==> config.mk <==
export PLATFORM = sky130hd
export DESIGN_NAME = sdsb_ram
export DESIGN_NICKNAME = d
export VERILOG_FILES = /design/src/rtl/sdsb_ram.sv
export SDC_FILE = /design/constraint.sdc
export NUM_CORES = 2
export LEC_CHECK = 0
export BUFFER_PORTS_ARGS = -buffer_cell sky130_fd_sc_hd__buf_4
export CELL_PAD_IN_SITES_DETAIL_PLACEMENT = 1
export CELL_PAD_IN_SITES_GLOBAL_PLACEMENT = 2
export CORE_MARGIN = 1.5
export CORE_UTILIZATION = 53
export CTS_BUF_LIST = sky130_fd_sc_hd__clkbuf_4 sky130_fd_sc_hd__clkbuf_8
export DETAILED_ROUTE_END_ITERATION = 8
export PLACE_DENSITY_LB_ADDON = 0.2
export SLEW_MARGIN = 30
export SYNTH_ARGS = -nofsm -noshare
export SYNTH_HDL_FRONTEND = slang
export SYNTH_SLANG_ARGS = --single-unit
==> constraint.sdc <==
create_clock -name clk -period 3.1 [get_ports clk]
set_input_delay 0.62 -clock clk [delete_from_list [all_inputs] [get_ports clk]]
set_output_delay 0.62 -clock clk [all_outputs]
set_load 0.02 [all_outputs]
==> src/rtl/sdsb_ram.sv <==
`timescale 1ns / 1ps
module sdsb_ram #(
  parameter int unsigned WIDTH = 8,
  parameter int unsigned DEPTH = 256
) (
  input  logic                     clk,
  input  logic                     we,
  input  logic [$clog2(DEPTH)-1:0] waddr,
  input  logic [WIDTH-1:0]         wdata,
  input  logic                     re,
  input  logic [$clog2(DEPTH)-1:0] raddr,
  output logic [WIDTH-1:0]         rdata
);

  logic [WIDTH-1:0] mem [DEPTH];
  logic [WIDTH-1:0] rdata_r;

  always_ff @(posedge clk) begin
    if (we) begin
      mem[waddr] <= wdata;
    end
    if (re) begin
      rdata_r <= mem[raddr];
    end
  end

  assign rdata = rdata_r;

endmodule

==> impl_metrics.tcl <==
set metrics [dict create \
    outcome "finished clean" \
    grt_first_pass_wirelength_um 319000 \
    htreeDepth 5 \
    cpMaxStageDelayCell "nor4_1" \
    postRouteAntennaNets 0 \
    antenna_found_initial 16 \
    synth_cell_type_count 54 \
    synth.avg_cell_area_um2 21.3 \
    final_cell_area_um2 92900 \
    avgRoutedWirePerCell_um 32.6 \
    multi_input_area_um2 16500 \
    syn_nets 3760 \
    vias_per_cell 6.24 \
    yosysWarnings 0 \
    powerDensity_nw_per_um2 606 \
    n_fill_cell 12525 \
    grt_overflow 0 \
    min_path_type "primary input to flop" \
    fin_skew_ps 39.5 \
    critPathMaxStageDelay_ps 640 \
    vias 42299 \
    area_growth_pct 16.7 \
    initial_utilization 0.533 \
    io_pins 35 \
    period_needed_ps 2950 \
    rows 142 \
    synth_area_um2 79600 \
    drc 0 \
    critPathMaxFanout 18 \
    worstSetupPathType "primary input to flop" \
    finalHoldViolCount 0 \
    cts_setup_buffers 0 \
    crit_top_cell "buf_4" \
    end_kind "flop" \
    die_x_um 391 \
    clkSinkCount 2056 \
    die_h_um 391 \
    finalNetCount 4549 \
    cts_root_buffer "clkbuf_8" \
    arrival_ps 3690 \
    max_cap_violations 0 \
    rsz0062_at_grt "false" \
    max_clock_freq_mhz 339 \
    port_buffers 34 \
    leakagePower_nw 30.3 \
    critPathRequiredTime_ps 3840 \
    clock_latency_ps 1030 \
    synthCells 3733 \
    slew_viol_final 0 \
    synth-edff-count 2056 \
    drt_iter0_drc 4351 \
    core-area_um2 149000 \
    synthArstFlopShare 0 \
    clkTransAtPathRegs_ps 50 \
    critPathLaunchType "primary input" \
    drt_wl_total_um 221000 \
    hold_slack_ps 147 \
    ir_worst_vdd_mv 0.455 \
    gp_congestion 0.867 \
    synth_ff_type "edfxtp_1" \
    p_total_w 0.0563 \
    period_share 0.952 \
    clk_path_buf_depth 4 \
    tritoncts "yes" \
    drive_gt1_frac 0.346 \
    dr.pass1.iters 5 \
    regArea_um2 61700 \
    grt_pass1_vias 45122 \
    crit_chain "buf_8 > buf_12 > buf_12 > buf_4 > buf_4 > mux2i_1 > a221oi_1 > o211ai_1 > nand3_1 > nor4_1 > buf_4 > nor4_1" \
    setup_viol 0 \
    yosys_register_bits 2056 \
    worst_pin_slew_ps 952 \
    placed_cell_area_um2 86700 \
    die-area_um2 153000 \
    grt.total_usage 0.295 \
    dp_hpwl_um 146000 \
    yosysSeqAreaShare 0.775 \
    cts_buffers 341 \
    maxSlewHeadroom 0.364 \
    grt_max_degree 115 \
]
power by group:
group,internal [W],leakage (nW),switching (W)
Combinational,0.00125,8.52,0.00197
Sequential,0.0307,18.5,0.0000512
Clock,0.0119,3.30,0.0105
Total,0.0438,30.3,0.0125
through the flow:
| step | std cells | util | setup WS [ps] | setup TNS [ps] |
|---|---|---|---|---|
| 2_1_floorplan | 3733 | - | 404 | 0 |
| 3_3_place_gp | 6193 | 0.580 | -990 | -5980 |
| 3_5_place_dp | 6193 | 0.580 | -944 | -6020 |
| 4_1_cts | 6770 | 0.622 | 134 | 0 |
| 5_1_grt | 6771 | 0.622 | 80.5 | 0 |
| 6_report | 6777 | 0.622 | 150 | 0 |
synth_stat cells, drive strengths merged (6+ instances only):
library cell	instances	area share
a211oi	16	0.0015
a21oi	96	0.0060
a221oi	14	0.0016
a22o	8	0.00088
a22oi	133	0.013
and2	6	0.00047
buf	122	0.013
clkbuf	111	0.0052
edfxtp	2056	0.78
mux2i	134	0.017
mux4	456	0.13
nand2	33	0.0016
nand2b	8	0.00063
nand3	34	0.0021
nand4	10	0.00079
nor2	282	0.013
nor2b	31	0.0024
nor3	22	0.0014
nor4	27	0.0024
o211ai	10	0.00094
o21ai	12	0.00075
o221ai	47	0.0052
o22ai	28	0.0022
state kept, by name (all words and copies together) (netlist names):
register / flops
mem: 2048
rdata: 8
worst paths after layout:
kind	startpoint	slack [ps]	endpoint	cells after the start
hold reg to reg	mem[201][0]	1190	rdata[0]	5
setup / recovery	raddr[0]	150	rdata[1]	12
setup reg to reg	mem[131][7]	320	rdata[7]	8
hold / removal	wdata[7]	150	mem[61][7]	1
metal layers:
layer / track usage / wire, um
met1: 0.410 / 87500
met2: 0.453 / 105000
met3: 0.0820 / 21600
met4: 0.0995 / 7090
met5: 0 / 82
cells in the final DEF, fill, tap and decap left out, types with 5 or more instances in the layout:
master	synthesis	layout
buf_4	27	607
nor2_1	282	279
mux4_2	454	454
a22o_1	8	8
edfxtp_1	2056	2056
o221ai_1	46	46
a21oi_1	96	96
o21ai_0	10	10
clkbuf_4	0	89
nand2b_1	8	8
mux2i_1	134	134
a22oi_1	133	133
clkinv_1	1	85
nor3_1	22	21
o211ai_1	10	10
diode_2	0	7
nand2_1	33	33
clkinv_2	0	42
and2_1	6	6
nand3_1	34	34
clkbuf_8	0	357
o22a_1	5	5
nor2b_1	31	28
buf_12	8	60
bufinv_16	0	5
nor4_2	3	7
nor4_1	24	20
a211oi_1	16	16
o22ai_1	28	28
nand4_1	10	10
a221oi_1	13	13
cell families (layout without fill, tap and decap cells):
logic type	Yosys count	count (layout)	synth area share
multiplexers	591	591	0.146
AO/OA/AOI/OAI	385	385	0.0342
AND/OR/NAND/NOR	466	466	0.0263
flip-flops	2056	2056	0.775
other	0	7	0
buffers and inverters	235	1256	0.0183
area by class of cell:
type                    instances  area share
repair buffers                679      0.0637
diodes                          7    0.000189
multi-input cells            1442       0.178
inverters                       2   0.0000808
well taps                    2016      0.0272
flip-flops and latches       2056       0.665
clock inverters               137     0.00778
clock buffers                 438      0.0589
timing repair:
item / CTS / global route
hold buffers: 2 / 0
setup endpoints to repair: 0 / 3
hold endpoints to repair: 17 / 0
resized for setup: 0 / 3
worst max-delay path, delay by kind of cell:
family,cells,cell delay (ps)
AO/OA/AOI/OAI,2,270
buffers and inverters,6,1540
multiplexers,1,270
AND/OR/NAND/NOR,3,920
Note: power is estimated with default switching activity, not from simulation.
