### src/rtl/sdsb_pkg.sv
`timescale 1ns / 1ps
package sdsb_pkg;

  localparam int unsigned RING_DEPTH     = 4096;
  localparam int unsigned SCREEN_COLUMNS = 320;
  localparam int unsigned SCREEN_ROWS    = 240;
  localparam int unsigned SAMPLE_RATE    = 50000;
  localparam int unsigned ADC_MID        = 2048;

  localparam int unsigned SAMPLE_W = 12;
  localparam int unsigned ROW_W    = 8;
  localparam int unsigned CURSOR_W = 8;
  localparam int unsigned CODE_W   = 12;
  localparam int unsigned TB_W     = 3;
  localparam int unsigned RING_AW  = $clog2(RING_DEPTH);
  localparam int unsigned COL_W    = $clog2(SCREEN_COLUMNS + 1);
  localparam int unsigned COL_AW   = $clog2(SCREEN_COLUMNS);

  localparam int unsigned ROW_CENTER = SCREEN_ROWS / 2;
  localparam int unsigned ROW_MAX    = SCREEN_ROWS - 1;
  localparam int unsigned ROW_SCALE  = 3842;
  localparam int unsigned ROW_SHIFT  = 16;
  localparam int unsigned CODE_SCALE = 1092;
  localparam int unsigned CODE_SHIFT = 6;
  localparam int unsigned CODE_MAX   = 4095;

  localparam logic [TB_W-1:0] TIMEBASE_RESET = 3'd2;

  // config port
  localparam int unsigned CFG_AW   = 3;
  localparam int unsigned CFG_DW   = 32;
  localparam logic [0:0]  REG_TIMEBASE = 1'b0;

  typedef int unsigned ms_tab_t [8];
  localparam ms_tab_t WINDOW_MS = '{8, 16, 32, 64, 160, 320, 640, 32};

  function automatic longint unsigned spw_of(int unsigned i);
    return longint'(SAMPLE_RATE) * longint'(WINDOW_MS[i]) / 1000;
  endfunction

  function automatic longint unsigned dec_of(int unsigned i);
    longint unsigned d;
    d = spw_of(i) / SCREEN_COLUMNS;
    return (d < 1) ? 1 : d;
  endfunction

  function automatic longint unsigned off_of(int unsigned i);
    longint unsigned s;
    s = spw_of(i);
    return (s >= RING_DEPTH) ? longint'(RING_DEPTH - 1) : s;
  endfunction

  function automatic longint unsigned dec_max();
    longint unsigned m;
    m = 1;
    for (int unsigned i = 0; i < 8; i++) begin
      if (dec_of(i) > m) m = dec_of(i);
    end
    return m;
  endfunction

  localparam int unsigned DEC_W = $clog2(dec_max() + 1);

  typedef logic [DEC_W-1:0]   dec_tab_t [8];
  typedef logic [RING_AW-1:0] off_tab_t [8];

  localparam dec_tab_t DEC_TAB = '{
    DEC_W'(dec_of(0)), DEC_W'(dec_of(1)), DEC_W'(dec_of(2)), DEC_W'(dec_of(3)),
    DEC_W'(dec_of(4)), DEC_W'(dec_of(5)), DEC_W'(dec_of(6)), DEC_W'(dec_of(7))
  };

  localparam off_tab_t OFF_TAB = '{
    RING_AW'(off_of(0)), RING_AW'(off_of(1)), RING_AW'(off_of(2)), RING_AW'(off_of(3)),
    RING_AW'(off_of(4)), RING_AW'(off_of(5)), RING_AW'(off_of(6)), RING_AW'(off_of(7))
  };

  // shared multiplier widths
  localparam int unsigned MUL_A_W = (COL_W > SAMPLE_W) ? COL_W : SAMPLE_W;
  localparam int unsigned MUL_B_W = (DEC_W > 12) ? DEC_W : 12;
  localparam int unsigned MUL_P_W = MUL_A_W + MUL_B_W;

  typedef enum logic [1:0] {
    KIND_SAMPLE  = 2'd0,
    KIND_TICK    = 2'd1,
    KIND_CURSOR  = 2'd2,
    KIND_RESTART = 2'd3
  } kind_t;

  localparam logic RES_TICK   = 1'b0;
  localparam logic RES_CURSOR = 1'b1;

  typedef enum logic [1:0] {
    MUL_IDX,
    MUL_ROW,
    MUL_CODE
  } mul_op_t;

  typedef enum logic [3:0] {
    S_IDLE,
    S_T_IDX,
    S_T_RD,
    S_T_MAG,
    S_T_MUL,
    S_T_OUT,
    S_C_WALK,
    S_C_MUL,
    S_C_OUT
  } state_t;

endpackage

### src/rtl/sdsb_mul.sv
`timescale 1ns / 1ps
module sdsb_mul import sdsb_pkg::*; (
  input  logic                clk,
  input  logic                en,
  input  mul_op_t             op,
  input  logic [COL_W-1:0]    col,
  input  logic [DEC_W-1:0]    dec,
  input  logic [SAMPLE_W-1:0] sample_mag,
  input  logic [ROW_W-1:0]    row_mag,
  output logic [MUL_P_W-1:0]  p
);

  logic [MUL_A_W-1:0] a;
  logic [MUL_B_W-1:0] b;
  logic [MUL_P_W-1:0] p_r;

  always_comb begin
    case (op)
      MUL_IDX: begin
        a = MUL_A_W'(col);
        b = MUL_B_W'(dec);
      end
      MUL_ROW: begin
        a = MUL_A_W'(sample_mag);
        b = MUL_B_W'(ROW_SCALE);
      end
      MUL_CODE: begin
        a = MUL_A_W'(row_mag);
        b = MUL_B_W'(CODE_SCALE);
      end
      default: begin
        a = '0;
        b = '0;
      end
    endcase
  end

  always_ff @(posedge clk) begin
    if (en) begin
      p_r <= MUL_P_W'(a) * MUL_P_W'(b);
    end
  end

  assign p = p_r;

endmodule

### config.mk
export PLATFORM = sky130hd
export DESIGN_NAME = sdsb_mul
export DESIGN_NICKNAME = d
export VERILOG_FILES = /design/src/rtl/sdsb_pkg.sv /design/src/rtl/sdsb_mul.sv
export SDC_FILE = /design/constraint.sdc
export NUM_CORES = 1
export LEC_CHECK = 0
export BUFFER_PORTS_ARGS = -buffer_cell sky130_fd_sc_hd__buf_4
export CAP_MARGIN = 20
export CORE_MARGIN = 5
export CORE_UTILIZATION = 45
export CTS_CLUSTER_SIZE = 16
export DETAILED_ROUTE_END_ITERATION = 12
export HOLD_SLACK_MARGIN = 0.03
export PLACE_DENSITY = 0.75
export SLEW_MARGIN = 20
export SYNTH_ARGS = -nofsm -noshare
export SYNTH_HDL_FRONTEND = slang
export SYNTH_SLANG_ARGS = --single-unit
### constraint.sdc
create_clock -name clk -period 6.4 [get_ports clk]
set_input_delay 1.28 -clock clk [delete_from_list [all_inputs] [get_ports clk]]
set_output_delay 1.28 -clock clk [all_outputs]
set_load 0.05 [all_outputs]
==> summary.md, run 1 <==
| Metric | Value |
|---|---|
| MaxCap Viol Count | 0 |
| Setup TNS | 0 ps |
| Setup crit start kind | primary input |
| Total CTS buffers | 3 |
| Post-DP HPWL | approximately 12 mm |
| Status | finished clean |
| Critical Path End Type | register |
| Fill count | 1017 |
| Post-layout minimum cycle time | 6380 ps |
| Crit-path cells | buf_12, clkinvlp_4, ha_4, a222oi_1, nor2_2, nand2_1, fa_1, fa_1, inv_2, fa_1, fa_1, inv_2, fa_1, inv_2, ha_4, o21a_1, o211ai_1, a31oi_4, o41a_1, xor2_1 |
| Placer Congestion | 0.939 |
| Clock Path Buffers | 2 |
| Hold Crit Class | in2reg |
| Final design utilization | 60.2% |
| 1st-iter DRT viols | 213 |
| RSZ-0062 raised after global routing | true |
| Post-route clock period utilization | 99.7% |
| Slew margin rel. | 67.2% |
| Synth Area in XOR/XNOR | 2.72% |
| Clk pin slew, worst setup/hold paths | roughly 70 ps |
| Row count | 40 |
| Post-Synthesis Cells | 603 |
| WL per Instance | 15.2 um |
| Final wirelength | 13.7 mm |
| Crit-path max cell delay | 540 ps |
| Data arrival time of the critical path | 6400 ps |
| Combinational family with the most area after synthesis | adder cells |
| Worst-margin pin slew | 492 ps |
| CP max-delay cell | fa_1 |
| Die ar. | 14400 um2 |
| Hold endpoint | p[22] |
| Vias in the first global route | 4977 |
| Total track usage | 19.0% |
| Syn_area_per_cell | 9.06 um2 |
| Slew Limit Fails | 0 |
| Final instance area | 7200 um2 |
| Worst hold slack | between 1000 and 1500 ps |
| Largest net degree at the start of global routing | 25 |
| Multiplexer share of the synthesized area | 0.206% |
| Max frequency | between 0.15 and 0.2 GHz |
| Synth cell types | 45 |
| CP top delay family | adder cells |
| Largest register FFs | 24 |
| Final hold violations | 0 |
| Initial antenna violation count | 0 |
| Layout cells sized above 1 | 29.6% |
| Total Power | 1.05 mW |
| CTS Sinks | 24 |
| TritonCTS clock tree | yes |
| P per Cell Area | 146 nW/um2 |
| CP startpoint | op[0] |
| Critical setup path kind | in2reg |
| Post-synthesis sequential area ratio | a little over an eighth |
| Nets | 954 |
| Vias per std cell | 5.14 |
| Final ANT Viol Nets | 0 |
| Area share of fa/ha/maj cells after synthesis | between 40 and 50% |
| Ant diodes | 0 |
| Die Span Y | about 120 um |
| Hold Crit Start | en |
| Vias | 4607 |
| DR pass1 iterations | 4 |
| Commonest cells after routing, fill and taps aside | buf_4, inv_1, fa_1 |
| WP data required | approximately 6400 ps |
| Overflow after GRT | 0 |
| Compound-gate portion of the synthesized area | 8.81% |
| Synth Area in Simple Gates | 15.0% |
| Post-synth EDFFs | 24 |
| Die Wd | roughly 120 um |
| WP buf/inv | 5 |
| IO Count | 64 |
| Area grow syn2layout | 31.7% |
| Number of synthesized register bits | 24 |
| CTS HTree Levels | 1 |
| Setup violators final | 0 |
| CP dominant cell by count | fa_1 |
| First-pass GRT wire length | 22.6 mm |
| Input/output buffers | between 60 and 70 |
| CP Max Fanout | 8 |
| Primary FF master, synth | edfxtp_1 |
| DRC viols | 0 |
| Hold path cells | 1 |
| Syn nets | 806 |
| VDD IR max | 95.6 uV |
| Post-DP Area | a little under 7000 um2 |
| Hold Buf Count CTS | 0 |
| Clock root cell | clkbuf_16 |
| Starting Density | 45.7% |
| Netlist Area Pre-Place | 5470 um2 |
| Leakage | 3.79 nW |
| Core ar. | 12000 um2 |
| Async S/R FF share, synth | 0% |
| Commonest non-fill, non-tap cell in the layout | buf_4 |
| Yosys warnings | 0 |
-- area by class of cell --
class                   instances  area [um2]  area share [%]
clock inverters                 1        30.0           0.417
flip-flops and latches         24         721            10.0
clock buffers                   3        75.1            1.04
inverters                     138         524            7.29
well taps                     147         184            2.56
multi-input cells             423        4400            61.1
repair buffers                161        1260            17.6
-- cell families after synthesis --
family          after synthesis
fa+ha+maj                   163
simple gates                174
compound gates               68
xor+xnor                     17
mux                           1
flops                        24
buf+inv                     156
-- per-layer routing --
| layer | share of wire [%] | vias to the layer above | track usage [%] |
|---|---|---|---|
| li1 | - | 2217 | - |
| met1 | 40 | 2287 | 23.9 |
| met2 | 55 | 83 | 35.0 |
| met3 | 3.1 | 20 | 1.50 |
| met4 | 1.6 | 0 | 4.80 |
| met5 | 0 | - | 0 |
-- power breakdown --
part	total (mW)	internal (mW)	switching [mW]
Combinational	0.651	0.284	0.367
Clock	0.184	0.125	0.0592
Sequential	0.218	0.211	0.00735
-- synth_stat cells, drive strengths merged, types with 2 or more instances --
master | n | area share [%]
ha | 76 | 17
a21o | 7 | 0.96
or2 | 3 | 0.34
nor4 | 2 | 0.23
fa | 87 | 32
clkbuf | 16 | 1.1
nor2b | 5 | 0.57
a311oi | 2 | 0.32
o21ai | 11 | 1.0
edfxtp | 24 | 13
a211oi | 4 | 0.55
a31oi | 3 | 0.46
a222oi | 8 | 1.5
xnor2 | 11 | 1.8
and3 | 7 | 0.89
a21oi | 17 | 1.6
xor2 | 6 | 0.96
nand2b | 9 | 1.0
buf | 2 | 0.18
or3 | 3 | 0.37
nand2 | 80 | 5.5
nor2 | 27 | 1.9
o211ai | 6 | 0.82
inv | 138 | 9.5
and2 | 22 | 2.6
o21a | 2 | 0.27
nand3 | 3 | 0.27
nor3 | 11 | 1.0
-- metrics by stage --
step	setup slack, ps	cells
CTS	-17.3	891
global route	-176	897
detailed placement	-356	885
floorplan	-13.1	603
global placement	-277	885
finish	17.3	897
-- what timing repair did --
| item | 4_1_cts | 5_1_grt |
|---|---|---|
| gates resized for setup | 6 | 58 |
| endpoints found under the hold margin | 0 | 0 |
| buffers inserted | 2 | 7 |
| endpoints found under the setup margin | 9 | 11 |
| pin swaps | 7 | 19 |
-- worst max path at each step --
stage | end | depth (start not counted)
after global placement | p[23] | 23
final | p[16] | 20
after detailed placement | p[16] | 21
after global routing | p[16] | 20
after floorplan | p[16] | 22
after CTS | p[16] | 22
No activity file was read; power rests on OpenSTA's default activity.
==> run 2: changes to the inputs <==
- PLACE_DENSITY: 0.75 -> 0.65
==> run 2 against run 1 <==
  * The run now ends with setup timing left
  * Sequential power is essentially flat
  * Combinational power increased by 7.1%
  * Maximum frequency shrank 0.46%
  * Hold slack lost 2.3 ps
  * Critical path type unchanged
  * Cell count is 1.6% higher
  * Via count grew 0.76%
  * Non-clock buffer count up 14
==> summary.md, run 2 (synthesis results as in run 1) <==
| Metric | Value |
|---|---|
| Status | finished, violations left |
| Failing checks | setup timing |
| Clock root cell | clkbuf_16 |
| DR pass1 iterations | 5 |
| Total CTS buffers | 3 |
| Share of total power in combinational logic | 63.6% |
| Initial antenna violation count | 0 |
| Vias in the first global route | 4812 |
| Leakage | slightly below 4 nW |
| Vias | about 4600 |
| Nets | 968 |
| NetSw | around 450 uW |
| Int Pwr | between 600 and 700 uW |
| CTS Sinks | 24 |
| Input/output buffers | between 60 and 70 |
| Max frequency | 0.156 GHz |
| Critical Path End Type | register |
| Total track usage | 19.0% |
| Worst hold slack | approximately 1400 ps |
| Worst-margin pin slew | ~610 ps |
| WP data required | 6410 ps |
| Slew Limit Fails | 0 |
| Starting Density | 45.7% |
| Hold path cells | 1 |
| Slew margin rel. | 59.5% |
| Crit-path cells | buf_8, clkinvlp_4, ha_4, buf_6, a222oi_1, buf_4, nor2_2, buf_4, nand2_1, xnor2_1, ha_1, inv_1, fa_1, inv_1, fa_1, fa_1, inv_1, fa_1, inv_2, ha_4, a21oi_1, a31oi_4, o41a_1, xor2_1 |
| IO Count | 64 |
| Wl on met1 | ~5.7 mm |
| Overflow after GRT | 0 |
| Final ANT Viol Nets | 0 |
| Post-DP HPWL | 11.7 mm |
| First-pass GRT wire length | 22.4 mm |
| Worst Setup EP | p[16] |
| Die ar. | ~14000 um2 |
| MaxCap Viol Count | 0 |
| Layout Cells excl Fill | 911 |
| Final wirelength | 14.0 mm |
| CP max-delay cell | fa_1 |
| Crit-path max cell delay | 500 ps |
| Critical setup path kind | in2reg |
| CP Max Fanout | 7 |
| Data arrival time of the critical path | 6420 ps |
| Hold Crit Class | in2reg |
| Post-layout minimum cycle time | 6410 ps |
| Placed cell count | 890 |
| Commonest cells after routing, fill and taps aside | buf_4, inv_1, fa_1 |
| 1st-iter DRT viols | about 210 |
| Ant diodes | 0 |
| Commonest non-fill, non-tap cell in the layout | buf_4 |
| Met3 Wirelength | approximately 520 um |
| VDD IR max | roughly 120 uV |
| Clock Path Buffers | 2 |
| DRC viols | 0 |
| WL per Instance | 15.4 um |
| Met2 WL post-DR | around 7.6 mm |
| Sequential power share | 19.8% |
| Row count | 40 |
| Largest register FFs | 24 |
| Vias per std cell | slightly above 5 |
| Setup violators final | 1 |
| Core ar. | 12000 um2 |
| Clk pwr share | around 17% |
| Area grow syn2layout | 35.4% |
| P per Cell Area | 148 nW/um2 |
| Highest metal used | met4 |
| Die Span Y | 120 um |
| Largest net degree at the start of global routing | 25 |
| Final design utilization | 61.9% |
| Setup crit start kind | primary input |
| Final WS setup | -12.3 ps |
| Layout cells sized above 1 | 32.6% |
| Post-route clock period utilization | 100% |
| Total Power | about 1.1 mW |
| Clk pin slew, worst setup/hold paths | 70 ps |
| CTS HTree Levels | 1 |
| CP startpoint | op[1] |
| TritonCTS clock tree | yes |
| Hold Buf Count CTS | 0 |
| RSZ-0062 raised after global routing | true |
| Die Wd | 120 um |
| Place WS | -384 ps |
| CP dominant cell by count | fa_1 |
| Placer Congestion | 0.904 |
| Sw Ratio | 41.4% |
| Final hold violations | 0 |
==> run 2: cell count changes in the layout (fill, tap and decap cells not counted), sizes merged <==
cell	delta
buf	+14
clkinvlp	+1
inv	-1
==> run 2: how the worst min path moves through the flow <==
stage,from,endpoint,slack [ps]
final,en,p[22],1430
after global routing,en,p[20],1440
after CTS,en,p[22],1430
after detailed placement,en,p[22],1710
after global placement,en,p[18],1700
after floorplan,en,p[0],1390
==> run 2: layer usage <==
metal / track usage, % / vias to the layer above
li1: - / 2235
met1: 24.2 / 2281
met2: 34.1 / 103
met3: 2.39 / 23
met4: 5.15 / 0
met5: 0 / -
==> run 2: layout make-up <==
type	instances	area, um2
clock buffers	3	75.1
clock inverters	1	30.0
fillers	966	4560
inverters	138	526
multi-input cells	423	4480
flip-flops and latches	24	721
well taps	147	184
repair buffers	175	1380
==> run 2: repair_timing <==
| action | CTS | global route |
|---|---|---|
| gates cloned | 0 | 0 |
| resized for setup | 8 | 71 |
| endpoints found under the hold margin | 0 | 0 |
| setup buffers | 1 | 17 |
| setup endpoints to repair | 9 | 11 |
| pin swaps | 3 | 41 |
==> run 2: per-stage QoR <==
| step | instance area, um2 | setup TNS, ps |
|---|---|---|
| finish | 7400 | -12.3 |
| global route | 7400 | -1120 |
| CTS | 6980 | -3.10 |
| detailed placement | 6820 | -3150 |
| global placement | 6820 | -1950 |
| floorplan | 5520 | -13.1 |
==> run 2: worst max-delay path, delay by kind of cell <==
family          cells  cell delay, ps
compound gates      4            1160
xor+xnor            2             240
fa+ha+maj           7            2690
buf+inv             9             890
simple gates        2             140
==> run 2: power groups by stage <==
stage	Combinational, mW	Clock (mW)	Sequential, mW
finish	0.697	0.182	0.218
global route	0.759	0.195	0.220
CTS	0.617	0.184	0.218
detailed placement	0.607	0	0.221
global placement	0.596	0	0.221
floorplan	0.283	0	0.318
